## src/hw/rtl/bsp_pkg.sv

```systemverilog
// Shared types and constants for the billboard sprite projection pipeline.
// No dependencies; imported by bsp_front, bsp_mid, bsp_back and the top level.
`default_nettype none

package bsp_pkg;

    // Register indexes of the configuration port
    typedef enum logic [2:0] {
        REG_VIEWER_X  = 3'd0,
        REG_VIEWER_Y  = 3'd1,
        REG_DIR_X     = 3'd2,
        REG_DIR_Y     = 3'd3,
        REG_PLANE_X   = 3'd4,
        REG_PLANE_Y   = 3'd5,
        REG_SCR_W     = 3'd6,
        REG_SCR_H     = 3'd7
    } t_cfg_reg;

    localparam int CFG_DATA_W = 24;
    localparam int POS_W      = 24;
    localparam int DIR_W      = 16;
    localparam int PIX_W      = 13;
    localparam logic [PIX_W-1:0] PIX_MAX = 13'd4096;

    localparam int DET_EPS    = 256;
    localparam int FRAC_SH    = 14;

    // divider shapes: camera-space pass and screen pass
    localparam int DEN_W      = 32;
    localparam int NUM1_W     = 55;
    localparam int Q1_W       = 32;
    localparam int NUM2_W     = 45;
    localparam int Q2_W       = 16;

    typedef struct packed {
        logic        [POS_W-1:0] viewer_x;
        logic        [POS_W-1:0] viewer_y;
        logic signed [DIR_W-1:0] dir_x;
        logic signed [DIR_W-1:0] dir_y;
        logic signed [DIR_W-1:0] plane_x;
        logic signed [DIR_W-1:0] plane_y;
        logic        [PIX_W-1:0] w;
        logic        [PIX_W-1:0] h;
    } t_cfg;

    typedef struct packed {
        logic sx;
        logic sdp;
        logic det_ok;
    } t_div1_tag;

    typedef struct packed {
        logic signed [31:0] cx;
        logic        [30:0] dp;
        logic               vis;
        logic               col_neg;
    } t_mid_tag;

endpackage

`default_nettype wire

```

## src/hw/rtl/bsp_mid.sv

```systemverilog
// Middle: signs and saturation of cam_x and depth, column and height numerators.
// Four stages; depends on bsp_pkg.
`default_nettype none

module bsp_mid
    import bsp_pkg::*;
(
    input  logic                          i_clk,
    input  logic                          i_rst_n,
    input  t_cfg                          i_cfg,
    input  logic                          i_valid,
    output logic                          o_ready,
    input  logic [1:0][Q1_W-1:0]          i_quo,
    input  logic [1:0]                    i_ovf,
    input  t_div1_tag                     i_tag,
    output logic                          o_valid,
    input  logic                          i_ready,
    output logic [1:0][NUM2_W-1:0]        o_num,
    output logic [DEN_W-1:0]              o_den,
    output t_mid_tag                      o_tag
);

    logic [3:0] r_v;
    logic [4:0] en;

    logic signed [31:0] r1_cx, r2_cx, r3_cx;
    logic        [30:0] r1_dp, r2_dp, r3_dp;
    logic               r1_vis, r2_vis, r3_vis;
    logic signed [32:0] r2_s;
    logic               r3_neg;
    logic        [31:0] r3_mag;
    logic [1:0][NUM2_W-1:0] r_num;
    logic [DEN_W-1:0]       r_den;
    t_mid_tag               r_tag;

    logic signed [31:0] n_cx;
    logic        [30:0] n_dp;
    logic               n_vis;
    logic        [31:0] n_mag;

    assign en[4] = i_ready;
    genvar k;
    for (k = 0; k < 4; k++) begin : g_en
        assign en[k] = !r_v[k] || en[k+1];
    end
    assign o_ready = en[0];

    always_ff @(posedge i_clk) begin
        if (!i_rst_n) begin
            r_v <= '0;
        end else begin
            if (en[0]) r_v[0] <= i_valid;
            if (en[1]) r_v[1] <= r_v[0];
            if (en[2]) r_v[2] <= r_v[1];
            if (en[3]) r_v[3] <= r_v[2];
        end
    end

    always_comb begin
        logic v_big;
        logic signed [32:0] v_abs;
        v_big = i_ovf[0] || i_quo[0][31];
        if (!i_tag.sx) begin
            n_cx = v_big ? 32'sh7FFF_FFFF : $signed(i_quo[0]);
        end else begin
            n_cx = v_big ? 32'sh8000_0000 : $signed(32'd0 - i_quo[0]);
        end
        n_dp  = (i_ovf[1] || i_quo[1][31]) ? 31'h7FFF_FFFF : i_quo[1][30:0];
        n_vis = i_tag.det_ok && !i_tag.sdp && (i_ovf[1] || (i_quo[1] != '0));
        v_abs = r2_s[32] ? (33'sd0 - r2_s) : r2_s;
        n_mag = v_abs[31:0];
    end

    always_ff @(posedge i_clk) begin
        if (en[0]) begin
            r1_cx  <= n_cx;
            r1_dp  <= n_dp;
            r1_vis <= n_vis;
        end
        if (en[1]) begin
            r2_s   <= 33'(r1_cx) + $signed({2'b0, r1_dp});
            r2_cx  <= r1_cx;
            r2_dp  <= r1_dp;
            r2_vis <= r1_vis;
        end
        if (en[2]) begin
            r3_neg <= r2_s[32];
            r3_mag <= n_mag;
            r3_cx  <= r2_cx;
            r3_dp  <= r2_dp;
            r3_vis <= r2_vis;
        end
        if (en[3]) begin
            r_num[0]      <= NUM2_W'(i_cfg.w) * NUM2_W'(r3_mag);
            r_num[1]      <= NUM2_W'({i_cfg.h, 13'b0});
            r_den         <= {r3_dp, 1'b0};
            r_tag.cx      <= r3_cx;
            r_tag.dp      <= r3_dp;
            r_tag.vis     <= r3_vis;
            r_tag.col_neg <= r3_neg;
        end
    end

    assign o_valid = r_v[3];
    assign o_num   = r_num;
    assign o_den   = r_den;
    assign o_tag   = r_tag;

endmodule

`default_nettype wire

```

## config.mk

```make
export PLATFORM = sky130hd
export DESIGN_NAME = bsp_mid
export DESIGN_NICKNAME = d
export VERILOG_FILES = /design/src/hw/rtl/bsp_pkg.sv /design/src/hw/rtl/bsp_mid.sv
export SDC_FILE = /design/constraint.sdc
export NUM_CORES = 1
export LEC_CHECK = 0
export ABC_AREA = 1
export ABC_CLOCK_PERIOD_IN_PS = 9300
export BUFFER_PORTS_ARGS = -buffer_cell sky130_fd_sc_hd__buf_2
export CORE_UTILIZATION = 45
export CTS_BUF_LIST = sky130_fd_sc_hd__clkbuf_4
export CTS_CLUSTER_DIAMETER = 40
export CTS_CLUSTER_SIZE = 30
export DETAILED_ROUTE_END_ITERATION = 16
export PLACE_DENSITY = 0.77
export SKIP_CTS_REPAIR_TIMING = 1
export SLEW_MARGIN = 10
export SYNTH_ARGS = -nofsm -noshare
export SYNTH_HDL_FRONTEND = slang
export SYNTH_SLANG_ARGS = --single-unit
```

## constraint.sdc

```tcl
create_clock -name i_clk -period 9.3 [get_ports i_clk]
set_input_delay 1.395 -clock i_clk [delete_from_list [all_inputs] [get_ports i_clk]]
set_output_delay 1.395 -clock i_clk [all_outputs]
set_load 0.01 [all_outputs]
```

==> impl_metrics.yaml, run 1 <==
drt:
  routed.top_layer: "met4"
  wl_met2_microns: 34500
  vias_per_cell: 4.780
  antenna_left: 0
  drtPass1Iterations: 8
  drc: 0
  route.met3.wl_microns: 4012
  met1_length_microns: 28530
  wl_per_cell_microns: 14.97
  drt_iter0_markers: 1412
  num_vias: 22000
  wl_microns: 68910
synth:
  avgSynthCellArea_sq_um: 8.916
  synth_cell_types: 40
  yosys_register_bits: 385
  synthesis.area_sq_um: 30950
  yosysWarnings: 0
  synth-edff-count: 381
  seq_area_frac_synth: 0.3723
  synth_ff_type: "edfxtp_1"
  synthCells: 3471
  synthArstFlopShare: 0
timing:
  setup_violations: 0
  rsz0062_at_grt: "no"
  finalHoldViolCount: 0
  clock_skew_ns: 0.05919
  tightest_slew_ns: 0.9836
  slew_violations: 0
  fmax_mhz: 175.2
  slew-limit-headroom: 0.3393
  finalCritPeriodShare: 0.6138
  setup-tns-final_ns: 0
  fin_crit_ns: 5.708
place:
  numPortBuffers: 254
  place_inst: 4488
  routabilityCongestion: 0.9042
  dp_hpwl_microns: 56080
floorplanning:
  die_w_microns: 264.2
  fp.dieH_microns: 264.2
  row_count: 95
  ios: 400
  dieArea_sq_um: 69830
  core_sq_um: 67630
  initial_core_util: 0.4576
min_path:
  hold_path.class: "reg2reg"
setup_path:
  cp_max_fo: 32
  critPathLaunchType: "primary input"
  slowest_stage: "fa_1"
  slowest_delay_ns: 0.58
  worstPathCellList: "buf_2 > nand2_1 > fa_1 > inv_1 > fa_1 > fa_1 > fa_1 > inv_1 > fa_1 > inv_1 > ha_1 > nand2_1 > nand2_1 > nand2_1 > nand2_1 > a21oi_1 > nand3_1 > nand2_1 > nand2_1 > nand2_1 > nand2_1"
  endpoint_kind: "flip-flop"
  crit_top_cell: "nand2_1"
  cp.required_ns: 9.91
  crit_type: "in2reg"
  cp_data_arrival_time_ns: 6.32
finish:
  nets: 4341
  final-seq-area_sq_um: 11520
  layout.cells.non_filler: 4603
  area_growth_syn_to_layout_pct: 8.818
  multi_input_area_sq_um: 15430
  fillers: 6263
  drive_gt1_frac: 0.1114
cts:
  htree_levels: 2
  clk_latency_ns: 0.89
  cts_buffer_depth: 3
  root_buffer: "clkbuf_4"
  cts_tree: "yes"
  cts_buffers: 59
  cts.clk_slew.worst_paths_ns: 0.13
  cts.sinks: 385
job:
  maxCapViolations: 0
global_routing:
  grt_pass1_wl_microns: 111700
  grt_pass1_vias: 22080
  grt_max_degree: 66
  antenna_found_initial: 3
  grt_overflow: 0
  grtUsageTotal: 0.2014
run_status:
  status: "finished clean"
sequential cells by signal, summed over array words and instances (netlist names):
signal / cells
r3_cx: 32
r1_dp: 31
r3_vis: 1
r1_vis: 1
r3_mag: 32
r_v: 4
r2_s: 33
r3_neg: 1
r3_dp: 31
r1_cx: 32
o_num: 58
r2_dp: 31
r2_cx: 32
r2_vis: 1
o_tag: 65
synth_stat cells, types with 3 or more instances:
cell type	count	share of area
nand3_2	8	0.0026
a31oi_1	8	0.0016
o31ai_1	3	0.00073
edfxtp_1	381	0.37
ha_1	123	0.050
xnor2_1	20	0.0057
a21o_1	6	0.0015
nand3b_1	3	0.00073
nand4_1	29	0.0059
xor2_1	71	0.020
o21ai_0	59	0.0095
nor2_4	4	0.0015
a21oi_1	73	0.012
buf_4	64	0.016
o21ai_2	3	0.00085
clkbuf_1	82	0.0099
nand3_1	86	0.014
dfxtp_1	4	0.0026
nor2_2	11	0.0022
o21ai_1	4	0.00065
nand2_1	954	0.12
nor2_1	197	0.024
inv_1	883	0.11
fa_1	331	0.21
nor3_1	32	0.0052
nand2_2	11	0.0022
o21bai_1	4	0.00097
through the flow:
step	hold slack (ns)	util	setup slack [ns]	cell area, sq um
floorplan	0.4003	-	0.2295	31070
global placement	0.4004	0.4834	2.785	32690
finish	0.4226	0.4979	3.592	33680
CTS	0.4106	0.4977	3.686	33660
detailed placement	0.4045	0.4834	2.715	32690
global route	0.4334	0.4978	3.276	33670
critical path: cells and delay by family:
family	cells	cell delay (ns)
adder cells (fa/ha/maj)	6	2.86
AND/OR/NAND/NOR	10	1.11
buffers and inverters	4	0.67
AO/OA/AOI/OAI	1	0.25
final timing paths:
check / slack, ns / end / cells after the start / from
worst max-delay path: 3.59 / o_num[39] / 21 / i_cfg[20]
worst min-delay path: 0.42 / r3_cx[22] / 0 / r2_cx[22]
worst max register to register: 3.92 / o_num[43] / 22 / r3_mag[7]
worst min register to register: 0.42 / r3_cx[22] / 0 / r2_cx[22]
cells in the final DEF (no fill, tap or decap), types with 12 or more instances in the layout:
cell type and count:
a21oi_1 73, buf_2 254, clkbuf_4 60, conb_1 33, edfxtp_1 381, fa_1 331
ha_1 123, inv_1 880, nand2_1 953, nand2_2 12, nand3_1 86, nand4_1 29
nor2_1 196, nor2_2 12, nor3_1 32, o21ai_0 59, xnor2_1 20, xor2_1 71
layout make-up:
cell class,instances,share of cell area
Clock buffer,60,0.01338
Sequential cell,385,0.3421
Clock inverter,49,0.01534
Multi-Input combinational cell,2085,0.4583
Inverter,885,0.09894
Antenna cell,6,0.0004458
Timing Repair Buffer,260,0.03909
Tap cell,873,0.03244
cell families (layout without fill, tap and decap cells):
logic type,after synthesis,count (layout),share of synthesized area
xor+xnor,91,91,0.02575
compound gates,162,162,0.02814
buf+inv,1033,1254,0.1331
simple gates,1345,1345,0.1768
fa+ha+maj,454,454,0.2638
other cells,1,39,0.0001212
flops,385,385,0.3723
per-layer routing:
| layer | vias to the layer above | GRT usage |
|---|---|---|
| met2 | 636 | 0.3596 |
| met5 | - | 0 |
| met4 | 0 | 0.06018 |
| met1 | 10480 | 0.2499 |
| li1 | 10770 | - |
| met3 | 118 | 0.03188 |
Power of run 1 is left out: the tool's default activity adds up to more than one toggle a clock period on the data nets, which glitch-free logic cannot reach.
==> run 2: changes to the inputs <==
- ABC_CLOCK_PERIOD_IN_PS: 9300 -> 5200
- clock period: 9.3 -> 5.2 ns (I/O delays scaled with it)
==> run 2 against run 1 <==
Compared with the run above:
- cell area grew 7.3%
- hold slack worse by 0.32 ns
- clock-buffer cell count down 6
- non-clock buffer count increased by 234
- core utilization up 3.7 points
- die area is the same
- critical endpoint is now o_num[23]
- sequential cell count did not move
- worst setup slack worse by 3.5 ns
- via count increased by 4.5%
- global-route usage increased by 0.55 points
==> impl_metrics.yaml, run 2 (synthesis results as in run 1) <==
run_status:
  status: "finished clean"
cts:
  root_buffer: "clkbuf_4"
  cts.clk_slew.worst_paths_ns: 0.11
  cts_buffers: 51
  cts_buffer_depth: 3
  cts.sinks: 385
  cts_tree: "yes"
  clk_latency_ns: 0.84
  htree_levels: 2
timing:
  finalHoldViolCount: 0
  fmax_mhz: 195.7
  tightest_slew_ns: 0.9765
  fin_crit_ns: 5.109
  slew_violations: 0
  clock_skew_ns: 0.06774
  setup_slack_ns: 0.09112
  worst_hold_slack_ns: 0.1052
  setup_violations: 0
  slew-limit-headroom: 0.3440
  rsz0062_at_grt: "yes"
  finalCritPeriodShare: 0.9825
min_path:
  hold_depth: 1
  hold_path.class: "in2reg"
finish:
  nets: 4567
  area_growth_syn_to_layout_pct: 16.80
  most-common-layout-cells: "908 x nand2_1, 876 x inv_1, 381 x edfxtp_1"
  layout_commonest_cell: "nand2_1"
  largest_register_ffs: 65
  layout.cells.non_filler: 4817
  drive_gt1_frac: 0.1916
drt:
  drt_iter0_markers: 1586
  wl_per_cell_microns: 15.08
  drtPass1Iterations: 6
  wl_microns: 72650
  vias_per_cell: 4.773
  antenna_left: 0
  num_vias: 22990
  drc: 0
floorplanning:
  initial_core_util: 0.4576
  die_w_microns: 264.2
  row_count: 95
  dieArea_sq_um: 69830
  core_sq_um: 67630
  ios: 400
  fp.dieH_microns: 264.2
setup_path:
  critPathLaunchType: "flip-flop"
  path_depth: 21
  worst-path-buf-inv: 7
  endpoint_kind: "flip-flop"
  slowest_stage: "fa_1"
  cp.required_ns: 5.74
  cp_max_fo: 7
  reg2reg_slack_ns: 0.09
  slowest_delay_ns: 0.59
  crit_top_cell: "nand2_1"
  crit_family: "adder cells"
  cp_data_arrival_time_ns: 5.65
  worstPathCellList: "buf_6 > buf_12 > nand2_1 > inv_1 > fa_2 > fa_1 > fa_2 > fa_1 > inv_1 > fa_1 > inv_1 > ha_1 > buf_4 > nand2_1 > nand2_1 > nand2_1 > nand2_1 > a21oi_1 > nand3_4 > buf_4 > xor2_1"
  crit_type: "reg2reg"
  r2r_cells: 21
global_routing:
  grt_overflow: 0
  grt_pass1_vias: 23050
  grtUsageTotal: 0.2069
  grt_max_degree: 66
  grt_pass1_wl_microns: 114600
  antenna_found_initial: 2
place:
  dpl_worst_slack_ns: -0.5745
  dp_hpwl_microns: 59120
  numPortBuffers: 254
  place_inst: 4666
  routabilityCongestion: 0.9296
job:
  maxCapViolations: 0
-- run 2: cell count changes in the layout (fill, tap and decap cells not counted), sizes merged --
cell / delta
inv: -10
clkinv: -5
diode: -2
bufinv: +3
buf: +232
clkbuf: -4
-- run 2: layout make-up --
class | count | area (sq um)
clock inverters | 37 | 436.7
multi-input cells | 2085 | 16100
diodes | 4 | 10.01
fillers | 5967 | 31490
well taps | 873 | 1092
flip-flops and latches | 385 | 11520
inverters | 885 | 3332
clock buffers | 54 | 405.4
repair buffers | 494 | 3252
-- run 2: path summary, 6_finish.rpt --
path | endpoint | start
max | o_num[23] | r3_mag[7]
max reg2reg | o_num[23] | r3_mag[7]
min | o_num[64] | i_cfg[6]
min reg2reg | r3_dp[18] | r2_dp[18]
-- run 2: metal layers --
layer,vias to the layer above,global-route usage,part of all wire
met4,0,0.05861,0.029
met5,-,0,0
li1,11210,-,-
met1,11000,0.2531,0.41
met2,624,0.3774,0.52
met3,157,0.02983,0.049
-- run 2: metrics by stage --
stage	cell area (sq um)	TNS (ns)	util
floorplan	31080	-215.71	-
global placement	34130	-11.63	0.5046
detailed placement	34130	-14.35	0.5046
CTS	34970	-0.1637	0.5171
global route	36140	-0.8642	0.5344
finish	36150	0	0.5344
Power of run 2 is left out for the same reason.
==> run 3: changes to the inputs <==
- ABC_AREA: 1 -> unset
- PLACE_DENSITY: 0.77 -> 0.78
==> run 3 against run 2 <==
Compared with the run above:
- the run now ends with setup timing left
- register-to-register slack lost 0.65 ns
- worst setup slack got worse by 0.65 ns
- final cell count fell by 19%
- hold slack better by 0.0033 ns
- sequential cell count did not move
- maximum frequency shrank 11%
- highest routed layer is now met5
==> impl_metrics.yaml, run 3 <==
global_routing:
  antenna_found_initial: 4
  grt_pass1_vias: 18960
  grt_max_degree: 67
  grtUsageTotal: 0.1911
  grt_pass1_wl_microns: 97480
  grt_overflow: 0
synth:
  yosys.area.top_type: "edfxtp_1"
  yosys_register_bits: 385
  seq_area_frac_synth: 0.4020
  synthArstFlopShare: 0
  synth-edff-count: 381
  synthCells: 2558
  synth_top_area_frac: 0.3992
  synth_cell_types: 66
  avgSynthCellArea_sq_um: 11.20
  synth.most_common_cell: "inv_1"
  yosys-top-cells-count: "407 x inv_1, 381 x edfxtp_1, 331 x fa_1"
  yosysWarnings: 0
  synthesis.area_sq_um: 28660
  synth.area.top_cells: "edfxtp_1 40%, fa_1 23%, ha_1 5.4%, inv_1 5.3%, and2_1 4.2%"
  synth_ff_type: "edfxtp_1"
cts:
  cts_buffers: 56
  root_buffer: "clkbuf_4"
  cts_tree: "yes"
  cts.sinks: 385
  cts.clk_slew.worst_paths_ns: 0.14
  clk_latency_ns: 0.85
  htree_levels: 2
  cts_buffer_depth: 3
floorplanning:
  core_sq_um: 62970
  ios: 400
  dieArea_sq_um: 64700
  initial_core_util: 0.4552
  row_count: 92
  die_w_microns: 254.4
  fp.dieH_microns: 254.4
timing:
  finalHoldViolCount: 0
  clock_skew_ns: 0.06241
  rsz0062_at_grt: "yes"
  slew-limit-headroom: 0.3864
  setup_violations: 23
  setup_slack_ns: -0.5562
  tightest_slew_ns: 0.9204
  fmax_mhz: 173.7
  fin_crit_ns: 5.756
  slew_violations: 0
  finalCritPeriodShare: 1.107
finish:
  area_growth_syn_to_layout_pct: 18.92
  fillers: 5277
  most-common-layout-cells: "394 x inv_1, 381 x edfxtp_1, 324 x fa_1"
  layout.cells.non_filler: 3897
  drive_gt1_frac: 0.2481
  largest_register_ffs: 65
  nets: 3664
  layout_commonest_cell: "inv_1"
min_path:
  hold_path.class: "in2reg"
drt:
  vias_per_cell: 4.876
  wl_per_cell_microns: 15.90
  wl_microns: 61960
  num_vias: 19000
  drt_iter0_markers: 931
  antenna_left: 0
  drtPass1Iterations: 5
  drc: 0
setup_path:
  crit_type: "reg2reg"
  cp.required_ns: 5.81
  cp_max_fo: 4
  endpoint_kind: "flip-flop"
  critPathLaunchType: "flip-flop"
  cp_data_arrival_time_ns: 6.37
place:
  routabilityCongestion: 0.8995
  dp_hpwl_microns: 49650
  place_inst: 3765
  numPortBuffers: 254
run_status:
  status: "finished, violations left"
  violations: "setup timing"
job:
  maxCapViolations: 0
==> run 3: final timing paths <==
check | startpoint | endpoint | slack, ns | cells past startpoint
max reg2reg | r3_mag[14] | o_num[39] | -0.56 | 23
max | r3_mag[14] | o_num[39] | -0.56 | 23
min | i_cfg[9] | o_num[67] | 0.11 | 1
min reg2reg | r3_cx[19] | o_tag[52] | 0.39 | 0
==> run 3: per-layer routing <==
layer	vias up	wire, microns	GRT usage
li1	9131	-	-
met1	9240	26130	0.2504
met2	527	30460	0.3247
met3	101	3837	0.03552
met4	2	1510	0.05232
met5	-	14	0
==> run 3: cell type report <==
| cell class | instances | area (sq um) | area share |
|---|---|---|---|
| diodes | 4 | 10.01 | 0.0002937 |
| clock buffers | 61 | 457.9 | 0.01344 |
| clock inverters | 45 | 563.0 | 0.01652 |
| inverters | 407 | 1535 | 0.04504 |
| multi-input cells | 1627 | 15550 | 0.4562 |
| flip-flops and latches | 385 | 11520 | 0.3380 |
| well taps | 846 | 1059 | 0.03106 |
| repair buffers | 522 | 3390 | 0.09945 |
==> run 3: through the flow <==
step	hold slack [ns]	worst slack, ns	area, sq um	util	TNS [ns]
6_report	0.1085	-0.5562	34080	0.5413	-7.278
3_5_place_dp	0.4045	-1.114	32390	0.5144	-24.33
2_1_floorplan	0.4003	-0.6298	29230	-	-6.699
5_1_grt	0.0002177	-0.7263	34080	0.5413	-11.84
3_3_place_gp	0.4006	-1.033	32390	0.5144	-22.16
4_1_cts	0.009368	-0.6674	33410	0.5306	-8.612
==> run 3: kinds of logic (layout without fill, tap and decap cells) <==
kind of cell    count (synthesis)  in the layout  synth area share
compound gates                290            290           0.06557
xor+xnor                      113            113           0.03453
fa+ha+maj                     454            454            0.2849
buf+inv                       578           1035           0.08412
flops                         385            385            0.4020
mux                             2              2         0.0006985
other cells                     1             37         0.0001308
simple gates                  735            735            0.1281
==> run 3: critical path: stages (launching register included) <==
cell and delay [ns]:
edfxtp_1 0.48, buf_6 0.16, and2_4 0.15, fa_1 0.52
inv_1 0.05, fa_1 0.48, inv_1 0.06, fa_1 0.51
fa_1 0.52, inv_1 0.05, fa_1 0.51, inv_2 0.05
ha_4 0.28, nand3_1 0.12, nor2_1 0.15, nand3_2 0.15
a2111oi_4 0.38, buf_4 0.22, nor2_4 0.05, a311oi_2 0.20
buf_4 0.19, buf_6 0.10, a21oi_2 0.04, xnor2_1 0.11
Power of run 3 is left out for the same reason.
