`src/hw/rtl/bsp_pkg.sv`:
```
// Shared types and constants for the billboard sprite projection pipeline.
// No dependencies; imported by bsp_front, bsp_mid, bsp_back and the top level.
`default_nettype none

package bsp_pkg;

    // Register indexes of the configuration port
    typedef enum logic [2:0] {
        REG_VIEWER_X  = 3'd0,
        REG_VIEWER_Y  = 3'd1,
        REG_DIR_X     = 3'd2,
        REG_DIR_Y     = 3'd3,
        REG_PLANE_X   = 3'd4,
        REG_PLANE_Y   = 3'd5,
        REG_SCR_W     = 3'd6,
        REG_SCR_H     = 3'd7
    } t_cfg_reg;

    localparam int CFG_DATA_W = 24;
    localparam int POS_W      = 24;
    localparam int DIR_W      = 16;
    localparam int PIX_W      = 13;
    localparam logic [PIX_W-1:0] PIX_MAX = 13'd4096;

    localparam int DET_EPS    = 256;
    localparam int FRAC_SH    = 14;

    // divider shapes: camera-space pass and screen pass
    localparam int DEN_W      = 32;
    localparam int NUM1_W     = 55;
    localparam int Q1_W       = 32;
    localparam int NUM2_W     = 45;
    localparam int Q2_W       = 16;

    typedef struct packed {
        logic        [POS_W-1:0] viewer_x;
        logic        [POS_W-1:0] viewer_y;
        logic signed [DIR_W-1:0] dir_x;
        logic signed [DIR_W-1:0] dir_y;
        logic signed [DIR_W-1:0] plane_x;
        logic signed [DIR_W-1:0] plane_y;
        logic        [PIX_W-1:0] w;
        logic        [PIX_W-1:0] h;
    } t_cfg;

    typedef struct packed {
        logic sx;
        logic sdp;
        logic det_ok;
    } t_div1_tag;

    typedef struct packed {
        logic signed [31:0] cx;
        logic        [30:0] dp;
        logic               vis;
        logic               col_neg;
    } t_mid_tag;

endpackage

`default_nettype wire

```
`src/hw/rtl/bsp_back.sv`:
```
// Back end: column and box size saturation, clipped edges, output register.
// Three stages; depends on bsp_pkg.
`default_nettype none

module bsp_back
    import bsp_pkg::*;
(
    input  logic                          i_clk,
    input  logic                          i_rst_n,
    input  t_cfg                          i_cfg,
    input  logic                          i_valid,
    output logic                          o_ready,
    input  logic [1:0][Q2_W-1:0]          i_quo,
    input  logic [1:0]                    i_ovf,
    input  t_mid_tag                      i_tag,
    output logic                          o_valid,
    input  logic                          i_ready,
    output logic                          o_visible,
    output logic signed [31:0]            o_cam_x,
    output logic [30:0]                   o_depth,
    output logic signed [15:0]            o_screen_col,
    output logic [12:0]                   o_box_height,
    output logic [12:0]                   o_box_width,
    output logic [14:0]                   o_left_col,
    output logic signed [15:0]            o_right_col,
    output logic [11:0]                   o_top_row,
    output logic [11:0]                   o_bottom_row
);

    logic [2:0] r_v;
    logic [3:0] en;

    t_mid_tag           r1_tag, r2_tag;
    logic signed [15:0] r1_col, r2_col;
    logic [12:0]        r1_bh, r2_bh, r2_bw;
    logic [11:0]        r2_top, r2_bot;

    logic               r3_vis;
    logic signed [31:0] r3_cx;
    logic [30:0]        r3_dp;
    logic signed [15:0] r3_col, r3_rgt;
    logic [12:0]        r3_bh, r3_bw;
    logic [14:0]        r3_lft;
    logic [11:0]        r3_top, r3_bot;

    logic signed [15:0] n_col;
    logic [12:0]        n_bh, n_bw;
    logic [11:0]        n_top, n_bot;
    logic [14:0]        n_lft;
    logic signed [15:0] n_rgt;

    assign en[3] = i_ready;
    genvar k;
    for (k = 0; k < 3; k++) begin : g_en
        assign en[k] = !r_v[k] || en[k+1];
    end
    assign o_ready = en[0];

    always_ff @(posedge i_clk) begin
        if (!i_rst_n) begin
            r_v <= '0;
        end else begin
            if (en[0]) r_v[0] <= i_valid;
            if (en[1]) r_v[1] <= r_v[0];
            if (en[2]) r_v[2] <= r_v[1];
        end
    end

    always_comb begin
        logic [12:0]        v_bh;
        logic [12:0]        v_sum;
        logic signed [16:0] v_half, v_l, v_r, v_w;
        // stage 1
        if (i_tag.col_neg) begin
            n_col = (i_ovf[0] || i_quo[0][15]) ? 16'sh8000 : $signed(16'd0 - i_quo[0]);
        end else begin
            n_col = (i_ovf[0] || (i_quo[0] >= 16'h7FFF)) ? 16'sh7FFF : $signed(i_quo[0]);
        end
        v_bh = (i_ovf[1] || (i_quo[1] >= 16'(i_cfg.h))) ? i_cfg.h : i_quo[1][12:0];
        n_bh = (v_bh == '0) ? 13'd1 : v_bh;
        // stage 2
        n_bw  = (r1_bh < i_cfg.w) ? r1_bh : i_cfg.w;
        n_top = 12'(i_cfg.h[12:1]) - 12'(r1_bh[12:1]);
        v_sum = 13'(i_cfg.h[12:1]) + 13'(r1_bh[12:1]);
        n_bot = (v_sum >= i_cfg.h) ? 12'(i_cfg.h - 13'd1) : v_sum[11:0];
        // stage 3
        v_half = $signed({5'b0, r2_bw[12:1]});
        v_w    = $signed({4'b0, i_cfg.w});
        v_l    = 17'(r2_col) - v_half;
        v_r    = 17'(r2_col) + v_half;
        n_lft  = v_l[16] ? 15'd0 : v_l[14:0];
        n_rgt  = (v_r >= v_w) ? $signed(16'(i_cfg.w - 13'd1)) : v_r[15:0];
    end

    always_ff @(posedge i_clk) begin
        if (en[0]) begin
            r1_tag <= i_tag;
            r1_col <= n_col;
            r1_bh  <= n_bh;
        end
        if (en[1]) begin
            r2_tag <= r1_tag;
            r2_col <= r1_col;
            r2_bh  <= r1_bh;
            r2_bw  <= n_bw;
            r2_top <= n_top;
            r2_bot <= n_bot;
        end
        if (en[2]) begin
            // hidden sprites report all zero
            r3_vis <= r2_tag.vis;
            r3_cx  <= r2_tag.vis ? r2_tag.cx : '0;
            r3_dp  <= r2_tag.vis ? r2_tag.dp : '0;
            r3_col <= r2_tag.vis ? r2_col : '0;
            r3_bh  <= r2_tag.vis ? r2_bh : '0;
            r3_bw  <= r2_tag.vis ? r2_bw : '0;
            r3_lft <= r2_tag.vis ? n_lft : '0;
            r3_rgt <= r2_tag.vis ? n_rgt : '0;
            r3_top <= r2_tag.vis ? r2_top : '0;
            r3_bot <= r2_tag.vis ? r2_bot : '0;
        end
    end

    assign o_valid      = r_v[2];
    assign o_visible    = r3_vis;
    assign o_cam_x      = r3_cx;
    assign o_depth      = r3_dp;
    assign o_screen_col = r3_col;
    assign o_box_height = r3_bh;
    assign o_box_width  = r3_bw;
    assign o_left_col   = r3_lft;
    assign o_right_col  = r3_rgt;
    assign o_top_row    = r3_top;
    assign o_bottom_row = r3_bot;

endmodule

`default_nettype wire

```
`config.mk`:
```
export PLATFORM = sky130hd
export DESIGN_NAME = bsp_back
export DESIGN_NICKNAME = d
export VERILOG_FILES = /design/src/hw/rtl/bsp_pkg.sv /design/src/hw/rtl/bsp_back.sv
export SDC_FILE = /design/constraint.sdc
export NUM_CORES = 1
export LEC_CHECK = 0
export BUFFER_PORTS_ARGS = -buffer_cell sky130_fd_sc_hd__buf_2
export CAP_MARGIN = 20
export CORE_MARGIN = 5
export CORE_UTILIZATION = 54
export DETAILED_ROUTE_END_ITERATION = 6
export PLACE_DENSITY = 0.8
export SKIP_LAST_GASP = 1
export SYNTH_ARGS = -nofsm -noshare
export SYNTH_HDL_FRONTEND = slang
export SYNTH_SLANG_ARGS = --single-unit
```
`constraint.sdc`:
```
create_clock -name i_clk -period 5.8 [get_ports i_clk]
set_input_delay 0.58 -clock i_clk [delete_from_list [all_inputs] [get_ports i_clk]]
set_output_delay 0.58 -clock i_clk [all_outputs]
set_load 0.05 [all_outputs]
```
==> flow_summary.json, run 1 <==
{
  "worst_slew_margin_rel_pct": 24.0,
  "initial_antenna_violation_count": 4,
  "final_design_area_no_fill_mm2": 0.0209,
  "cp_slowest_stage_delay_ns": 0.55,
  "htree_levels": 2,
  "wl_um": 38800,
  "cts_setup_buffers": 0,
  "final_sum_of_negative_setup_slack_ns": 0,
  "synth.cell_area_mm2": 0.0177,
  "cp_data_required_time_ns": 6.06,
  "finalCoreUtilization_pct": 64.3,
  "ant_nets": 0,
  "number_of_enable_flip_flop_cells_after_synthesis": 384,
  "synth_cell_type_count": 67,
  "post_cts.resized_instances": 0,
  "dp.final_hpwl_um": 28300,
  "dr.first_iter.drc_count": 789,
  "critPathKind": "flop to flop",
  "track_usage_pct": 20.9,
  "worstPathMaxFanout": 14,
  "postSynth.asyncResetShare_pct": 0,
  "placementRows": 66,
  "clock_tree.buffer_depth": 3,
  "die_width_um": 191,
  "maxCapViolations": 0,
  "port_buffers": 291,
  "share_of_layout_cells_above_drive_strength_1_pct": 24.0,
  "die-area_mm2": 0.0365,
  "io_pins": 404,
  "vias": 11200,
  "cts_hold_buffers": 0,
  "final.min_clock_period_ns": 4.69,
  "number_of_pins_exceeding_their_max_slew_limit_in_the_final_report": 0,
  "ys_seq_elements": 387,
  "yosys_most_used_dff": "sky130_fd_sc_hd__edfxtp_1",
  "setup_repair_after_global_routing_missed_its_margin": "false",
  "fin_cells": 2080,
  "total_instance_count_after_detailed_placement": 2007,
  "drt-wirelength-per-cell_um": 18.7,
  "detail_route.first_pass.iterations": 6,
  "multi_input_comb_area_mm2": 0.00561,
  "globalRouteOverflowTotal": 0,
  "synth.yosys.seq_area_share_pct": 65.5,
  "hold_path_class": "input pin to flop",
  "clkSinkCount": 387,
  "placedInstanceArea_mm2": 0.0196,
  "cts_buffers": 40,
  "initial_core_util_pct": 54.5,
  "setup_violations": 0,
  "critical_path.startpoint_type": "flop",
  "power.density_mw_per_mm2": 358,
  "slew_at_the_pin_closest_to_its_max_slew_limit_ns": 1.14,
  "area_delta_synth_final_pct": 18.0,
  "largest_net_degree_at_the_start_of_global_routing": 86,
  "clkTransAtPathRegs_ns": 0.06,
  "syn_inst": 1306,
  "clock.fmax_mhz": 213,
  "grt_first_pass_wirelength_um": 59100,
  "hold_violations": 0,
  "ir_worst_vdd_mv": 0.397,
  "crit_chain": "ha_1 -> nand2b_1 -> a221oi_1 -> o21ai_0 -> o21ai_0 -> a21oi_1 -> xnor2_1 -> ha_1 -> and4_1 -> a21oi_1 -> nand4_1 -> a211oi_1 -> a41oi_2 -> mux2i_1 -> nor2_1",
  "cts_tree": "done",
  "syn_nets": 1653,
  "gp_congestion": 0.912,
  "die_y_um": 191,
  "ys.warnings.count": 0,
  "critPathCaptureType": "flop",
  "layout.filler_cells": 2389,
  "critical-path-slowest-cell": "sky130_fd_sc_hd__a41oi_2",
  "detail_route.drc_violations": 0,
  "first_global_vias": 10900,
  "final_net_count": 1954,
  "critical_path_arrival_ns": 4.96,
  "clock-skew-final_ns": 0.0140,
  "final_min_period_over_clock_period_pct": 80.9,
  "leakagePower_nw": 9.00,
  "design.core.area_mm2": 0.0325,
  "viasPerCell": 5.40,
  "outcome": "complete, no violations",
  "register_area_mm2": 0.0116,
  "root_buffer": "sky130_fd_sc_hd__clkbuf_16",
  "syn_area_per_cell_um2": 13.5,
  "clk_latency_ns": 0.55
}
-- cell usage after synthesis (4+ instances only) --
master | n | area share, %
sky130_fd_sc_hd__and2_1 | 114 | 4.0
sky130_fd_sc_hd__xnor2_1 | 43 | 2.1
sky130_fd_sc_hd__fa_1 | 4 | 0.45
sky130_fd_sc_hd__o311ai_0 | 5 | 0.25
sky130_fd_sc_hd__nor2_1 | 91 | 1.9
sky130_fd_sc_hd__nor3_1 | 30 | 0.85
sky130_fd_sc_hd__nand2_1 | 63 | 1.3
sky130_fd_sc_hd__nand2b_1 | 16 | 0.57
sky130_fd_sc_hd__inv_1 | 85 | 1.8
sky130_fd_sc_hd__xor2_1 | 8 | 0.40
sky130_fd_sc_hd__o21a_1 | 7 | 0.30
sky130_fd_sc_hd__edfxtp_1 | 384 | 65
sky130_fd_sc_hd__nor2b_1 | 15 | 0.53
sky130_fd_sc_hd__nor4_1 | 15 | 0.53
sky130_fd_sc_hd__nand3_1 | 21 | 0.59
sky130_fd_sc_hd__a31oi_1 | 7 | 0.25
sky130_fd_sc_hd__o31ai_1 | 5 | 0.21
sky130_fd_sc_hd__a21oi_1 | 55 | 1.6
sky130_fd_sc_hd__or3_4 | 5 | 0.32
sky130_fd_sc_hd__a211oi_1 | 6 | 0.25
sky130_fd_sc_hd__ha_1 | 102 | 7.2
sky130_fd_sc_hd__a21o_1 | 13 | 0.55
sky130_fd_sc_hd__and3_1 | 9 | 0.32
sky130_fd_sc_hd__or3_1 | 5 | 0.18
sky130_fd_sc_hd__o21bai_1 | 5 | 0.21
sky130_fd_sc_hd__mux2i_1 | 25 | 1.4
sky130_fd_sc_hd__clkbuf_1 | 33 | 0.70
sky130_fd_sc_hd__nand4_1 | 13 | 0.46
sky130_fd_sc_hd__o21ai_0 | 40 | 1.1
sky130_fd_sc_hd__a2111oi_0 | 4 | 0.20
sky130_fd_sc_hd__mux2_2 | 17 | 1.1
-- sequential cells by signal, indices dropped and copies added, names as in the netlist --
name	flops
o_left_col	15
o_depth	31
r2_bw	13
o_top_row	12
r1_bh	13
o_box_height	13
r2_bh	13
r_v	3
r2_col	16
o_cam_x	32
r1_tag	64
r2_tag	64
o_bottom_row	12
r2_top	12
o_right_col	16
r2_bot	12
o_visible	1
o_box_width	13
r1_col	16
o_screen_col	16
-- critical path: cells and delay by family (launching register included) --
kind                     cells  cell delay, ns
AND/OR/NAND/NOR              4            0.55
flip-flops                   1            0.49
adder cells (fa/ha/maj)      2            0.71
AO/OA/AOI/OAI                7            2.06
multiplexers                 1            0.32
XOR/XNOR                     1            0.26
-- logic make-up after synthesis --
family	share of synthesized area, %
and+or+nand+nor	12.3
xor gates and xnor gates	2.52
muxes	2.50
AOI/OAI and AO/OA	6.57
DFF	65.5
buffers and inverters	2.96
adders and majority gates	7.67
-- final timing paths --
path,endpoint,slack (ns),startpoint,depth (start not counted)
max,o_right_col[11],1.11,r2_col[2],15
min reg2reg,r2_tag[22],0.42,r1_tag[22],0
max reg2reg,o_right_col[11],1.11,r2_col[2],15
min,r1_tag[47],0.20,i_tag[47],1
-- final cells by class --
class / count / share of cell area, %
clock buffer: 53 / 5.32
antenna: 1 / 0.0120
multi-input combinational: 791 / 26.9
sequential: 387 / 55.5
inverter: 87 / 1.59
clock inverter: 19 / 0.731
tap: 442 / 2.65
timing repair buffer: 300 / 7.30
-- per-layer routing --
metal / track usage, % / wire length [um]
met5: 0 / 40
met4: 7.82 / 1430
met2: 34.2 / 18800
met3: 4.58 / 2450
met1: 27.6 / 16100
-- power by group --
part,leakage [nW],internal [mW],switching (mW)
clock network,0.614,1.41,1.03
registers,4.22,3.39,0.0976
logic,4.16,0.479,1.06
-- metrics by stage --
stage,setup WS (ns),hold WS (ns),power [mW]
2_1_floorplan,1.13,0.400,4.65
3_3_place_gp,1.12,0.400,5.04
3_5_place_dp,1.03,0.405,5.08
4_1_cts,1.13,0.175,7.52
5_1_grt,0.763,0.184,7.78
6_report,1.11,0.204,7.47
-- placed cells by master, fill, tap and decap left out, types with 15 or more instances in the layout --
master and instances:
sky130_fd_sc_hd__edfxtp_1 384, sky130_fd_sc_hd__o21ai_0 40, sky130_fd_sc_hd__nor3_1 30, sky130_fd_sc_hd__xnor2_1 43, sky130_fd_sc_hd__nand2_1 62, sky130_fd_sc_hd__nand3_1 20, sky130_fd_sc_hd__mux2i_1 25, sky130_fd_sc_hd__ha_1 102
sky130_fd_sc_hd__nor2b_1 15, sky130_fd_sc_hd__inv_1 84, sky130_fd_sc_hd__mux2_2 17, sky130_fd_sc_hd__a21oi_1 55, sky130_fd_sc_hd__and2_1 114, sky130_fd_sc_hd__nand2b_1 16, sky130_fd_sc_hd__nor4_1 15, sky130_fd_sc_hd__nor2_1 91
sky130_fd_sc_hd__buf_2 291, sky130_fd_sc_hd__clkbuf_16 41
(Power assumes the default switching activity.)
==> run 2, diff against run 1 <==
--- a/config.mk
+++ b/config.mk
@@ -8,9 +8,9 @@
 export BUFFER_PORTS_ARGS = -buffer_cell sky130_fd_sc_hd__buf_2
 export CAP_MARGIN = 20
 export CORE_MARGIN = 5
-export CORE_UTILIZATION = 54
+export CORE_UTILIZATION = 49
 export DETAILED_ROUTE_END_ITERATION = 6
-export PLACE_DENSITY = 0.8
+export PLACE_DENSITY = 0.76
 export SKIP_LAST_GASP = 1
 export SYNTH_ARGS = -nofsm -noshare
 export SYNTH_HDL_FRONTEND = slang
==> constraint.sdc (replaced) <==
create_clock -name i_clk -period 4.08 [get_ports i_clk]
set_input_delay 0.408 -clock i_clk [delete_from_list [all_inputs] [get_ports i_clk]]
set_output_delay 0.408 -clock i_clk [all_outputs]
set_load 0.05 [all_outputs]
==> run 2 against run 1 <==
Count of clock-buffer cells in the layout down 11. Maximum frequency increased by 17%. Global-route usage barely moved. Via count increased by 5.0%. Register-to-register slack lost 1.0 ns. Sequential power up 42%. Largest power group unchanged.
==> flow_summary.json, run 2 (synthesis gave the netlist of run 1 again) <==
{
  "initial_antenna_violation_count": 3,
  "htree_levels": 2,
  "clock.fmax_mhz": 249,
  "final_common_cell": "sky130_fd_sc_hd__edfxtp_1",
  "drt-wirelength-per-cell_um": 19.3,
  "die-area_mm2": 0.0400,
  "final.min_clock_period_ns": 4.02,
  "first_global_vias": 11800,
  "clkTransAtPathRegs_ns": 0.07,
  "critical_path.startpoint_type": "flop",
  "port_buffers": 291,
  "track_usage_pct": 20.9,
  "viasPerCell": 5.29,
  "die_width_um": 200,
  "critical-path-slowest-cell": "sky130_fd_sc_hd__edfxtp_1",
  "kind_of_cell_adding_the_most_delay_to_the_critical_path": "compound AO/OA/AOI/OAI gates",
  "cts_buffers": 41,
  "dp.final_hpwl_um": 30100,
  "gp_congestion": 0.947,
  "largest_net_degree_at_the_start_of_global_routing": 131,
  "maxCapViolations": 0,
  "path_buf_inv": 1,
  "final_net_count": 2083,
  "holdWs_ns": 0.0410,
  "ir_worst_vdd_mv": 0.537,
  "die_y_um": 200,
  "leakagePower_nw": 9.77,
  "io_pins": 404,
  "final.setup.worst_slack_ns": 0.0600,
  "clk_latency_ns": 0.55,
  "globalRouteOverflowTotal": 0,
  "clock-skew-final_ns": 0.0119,
  "wl_um": 43000,
  "area_delta_synth_final_pct": 27.8,
  "clockPowerShare_pct": 35.2,
  "dr.first_iter.drc_count": 687,
  "slew_at_the_pin_closest_to_its_max_slew_limit_ns": 1.00,
  "cts_tree": "done",
  "critical_path_arrival_ns": 4.32,
  "pre_cts_slack_ns": -0.127,
  "cellInternalPower_mw": 8.34,
  "multi_input_comb_area_mm2": 0.00591,
  "initial_core_util_pct": 49.7,
  "vias": 11800,
  "detail_route.first_pass.iterations": 5,
  "hold_violations": 0,
  "design.core.area_mm2": 0.0356,
  "power.share.combinational_pct": 22.3,
  "setup_repair_after_global_routing_missed_its_margin": "true",
  "clock_tree.buffer_depth": 3,
  "seqPwrFrac_pct": 42.5,
  "grt_first_pass_wirelength_um": 64700,
  "power.density_mw_per_mm2": 517,
  "share_of_layout_cells_above_drive_strength_1_pct": 29.3,
  "clkSinkCount": 387,
  "number_of_pins_exceeding_their_max_slew_limit_in_the_final_report": 0,
  "pwr_total_mw": 11.7,
  "setup_violations": 0,
  "outcome": "complete, no violations",
  "p_sw_mw": 3.35,
  "netSwitchingFraction_pct": 28.7,
  "crit_chain": "ha_1 -> or2_2 -> o221ai_4 -> a21oi_1 -> nor2_2 -> xor2_2 -> ha_1 -> and3_1 -> a221oi_2 -> o21ai_0 -> a211oi_2 -> a41oi_4 -> buf_12 -> mux2i_1 -> nor2_1",
  "detail_route.drc_violations": 0,
  "worstPathMaxFanout": 7,
  "root_buffer": "sky130_fd_sc_hd__clkbuf_16",
  "placementRows": 69,
  "insertedDiodeCount": 0,
  "final_min_period_over_clock_period_pct": 98.5,
  "ant_nets": 0,
  "total_instance_count_after_detailed_placement": 2081,
  "cp_slowest_stage_delay_ns": 0.51,
  "hold_path_class": "input pin to flop",
  "commonest_cells_after_routing_fill_and_taps_aside": "sky130_fd_sc_hd__edfxtp_1 (384), sky130_fd_sc_hd__buf_2 (291), sky130_fd_sc_hd__and2_1 (114), sky130_fd_sc_hd__ha_1 (94), sky130_fd_sc_hd__nor2_1 (90)",
  "fin_cells": 2229,
  "finalCoreUtilization_pct": 63.6,
  "layout.filler_cells": 2615,
  "worst_slew_margin_rel_pct": 33.1,
  "critPathKind": "flop to flop",
  "register_area_mm2": 0.0116,
  "cp_data_required_time_ns": 4.38,
  "critPathCaptureType": "flop",
  "crit_top_cell": "sky130_fd_sc_hd__ha_1"
}
==> run 2: cell count changes in the layout (fill, tap and decap cells not counted), sizes merged <==
cell         previous run  this run
diode                   1         0
dlygate4sd3             0        54
bufinv                  1        11
inv                    88        90
buf                   300       373
clkbuf                 53        43
clkinvlp                2         4
==> run 2: worst register-to-register path: stages, from the launching register on <==
cell and delay, ns:
sky130_fd_sc_hd__edfxtp_1 0.51, sky130_fd_sc_hd__ha_1 0.29, sky130_fd_sc_hd__or2_2 0.33, sky130_fd_sc_hd__o221ai_4 0.20, sky130_fd_sc_hd__a21oi_1 0.12, sky130_fd_sc_hd__nor2_2 0.14
sky130_fd_sc_hd__xor2_2 0.21, sky130_fd_sc_hd__ha_1 0.29, sky130_fd_sc_hd__and3_1 0.21, sky130_fd_sc_hd__a221oi_2 0.28, sky130_fd_sc_hd__o21ai_0 0.20, sky130_fd_sc_hd__a211oi_2 0.35
sky130_fd_sc_hd__a41oi_4 0.22, sky130_fd_sc_hd__buf_12 0.20, sky130_fd_sc_hd__mux2i_1 0.14, sky130_fd_sc_hd__nor2_1 0.07
==> run 2: final timing paths <==
check | from | endpoint | slack, ns | cells past startpoint
worst max-delay path | r2_col[2] | o_right_col[11] | 0.06 | 15
worst min-delay path | i_tag[57] | r1_tag[57] | 0.04 | 1
worst max register to register | r2_col[2] | o_right_col[11] | 0.06 | 15
worst min register to register | r1_tag[8] | r2_tag[8] | 0.42 | 0
==> run 2: what timing repair did <==
| item | in CTS | in global routing |
|---|---|---|
| pin swaps | 0 | 39 |
| resized for setup | 4 | 59 |
| endpoints found under the hold margin | 54 | 0 |
| buffers inserted | 0 | 17 |
| hold buffers | 54 | 0 |
| gates cloned | 0 | 2 |
| endpoints found under the setup margin | 21 | 28 |
==> run 2: layer usage <==
| metal | GRT usage [%] | routed length (um) | up-vias |
|---|---|---|---|
| li1 | - | - | 5651 |
| met1 | 26.7 | 17100 | 5674 |
| met2 | 35.4 | 21500 | 377 |
| met3 | 4.43 | 2810 | 89 |
| met5 | 0 | 40 | - |
| met4 | 8.10 | 1490 | 6 |
==> run 2: metrics by stage <==
step / instance area, um2 / TNS (ns)
2_1_floorplan: 17700 / -68.79
3_3_place_gp: 20100 / -0.540
3_5_place_dp: 20100 / -1.92
4_1_cts: 22200 / 0
5_1_grt: 22600 / -0.306
6_report: 22600 / 0
==> run 2: cell type report <==
cell class	count	share of cell area [%]
Sequential cell	387	51.2
Multi-Input combinational cell	791	26.1
Timing Repair Buffer	428	11.9
Clock buffer	42	4.55
Tap cell	461	2.55
Clock inverter	33	2.16
Inverter	87	1.47
==> run 2: power by group through the flow <==
stage / registers [mW] / clock network (mW) / logic [mW]
6_report: 4.97 / 4.11 / 2.61
5_1_grt: 5.00 / 4.37 / 2.82
4_1_cts: 4.97 / 4.20 / 2.41
3_5_place_dp: 5.05 / 0 / 2.34
3_3_place_gp: 5.03 / 0 / 2.31
2_1_floorplan: 5.64 / 0 / 0.974
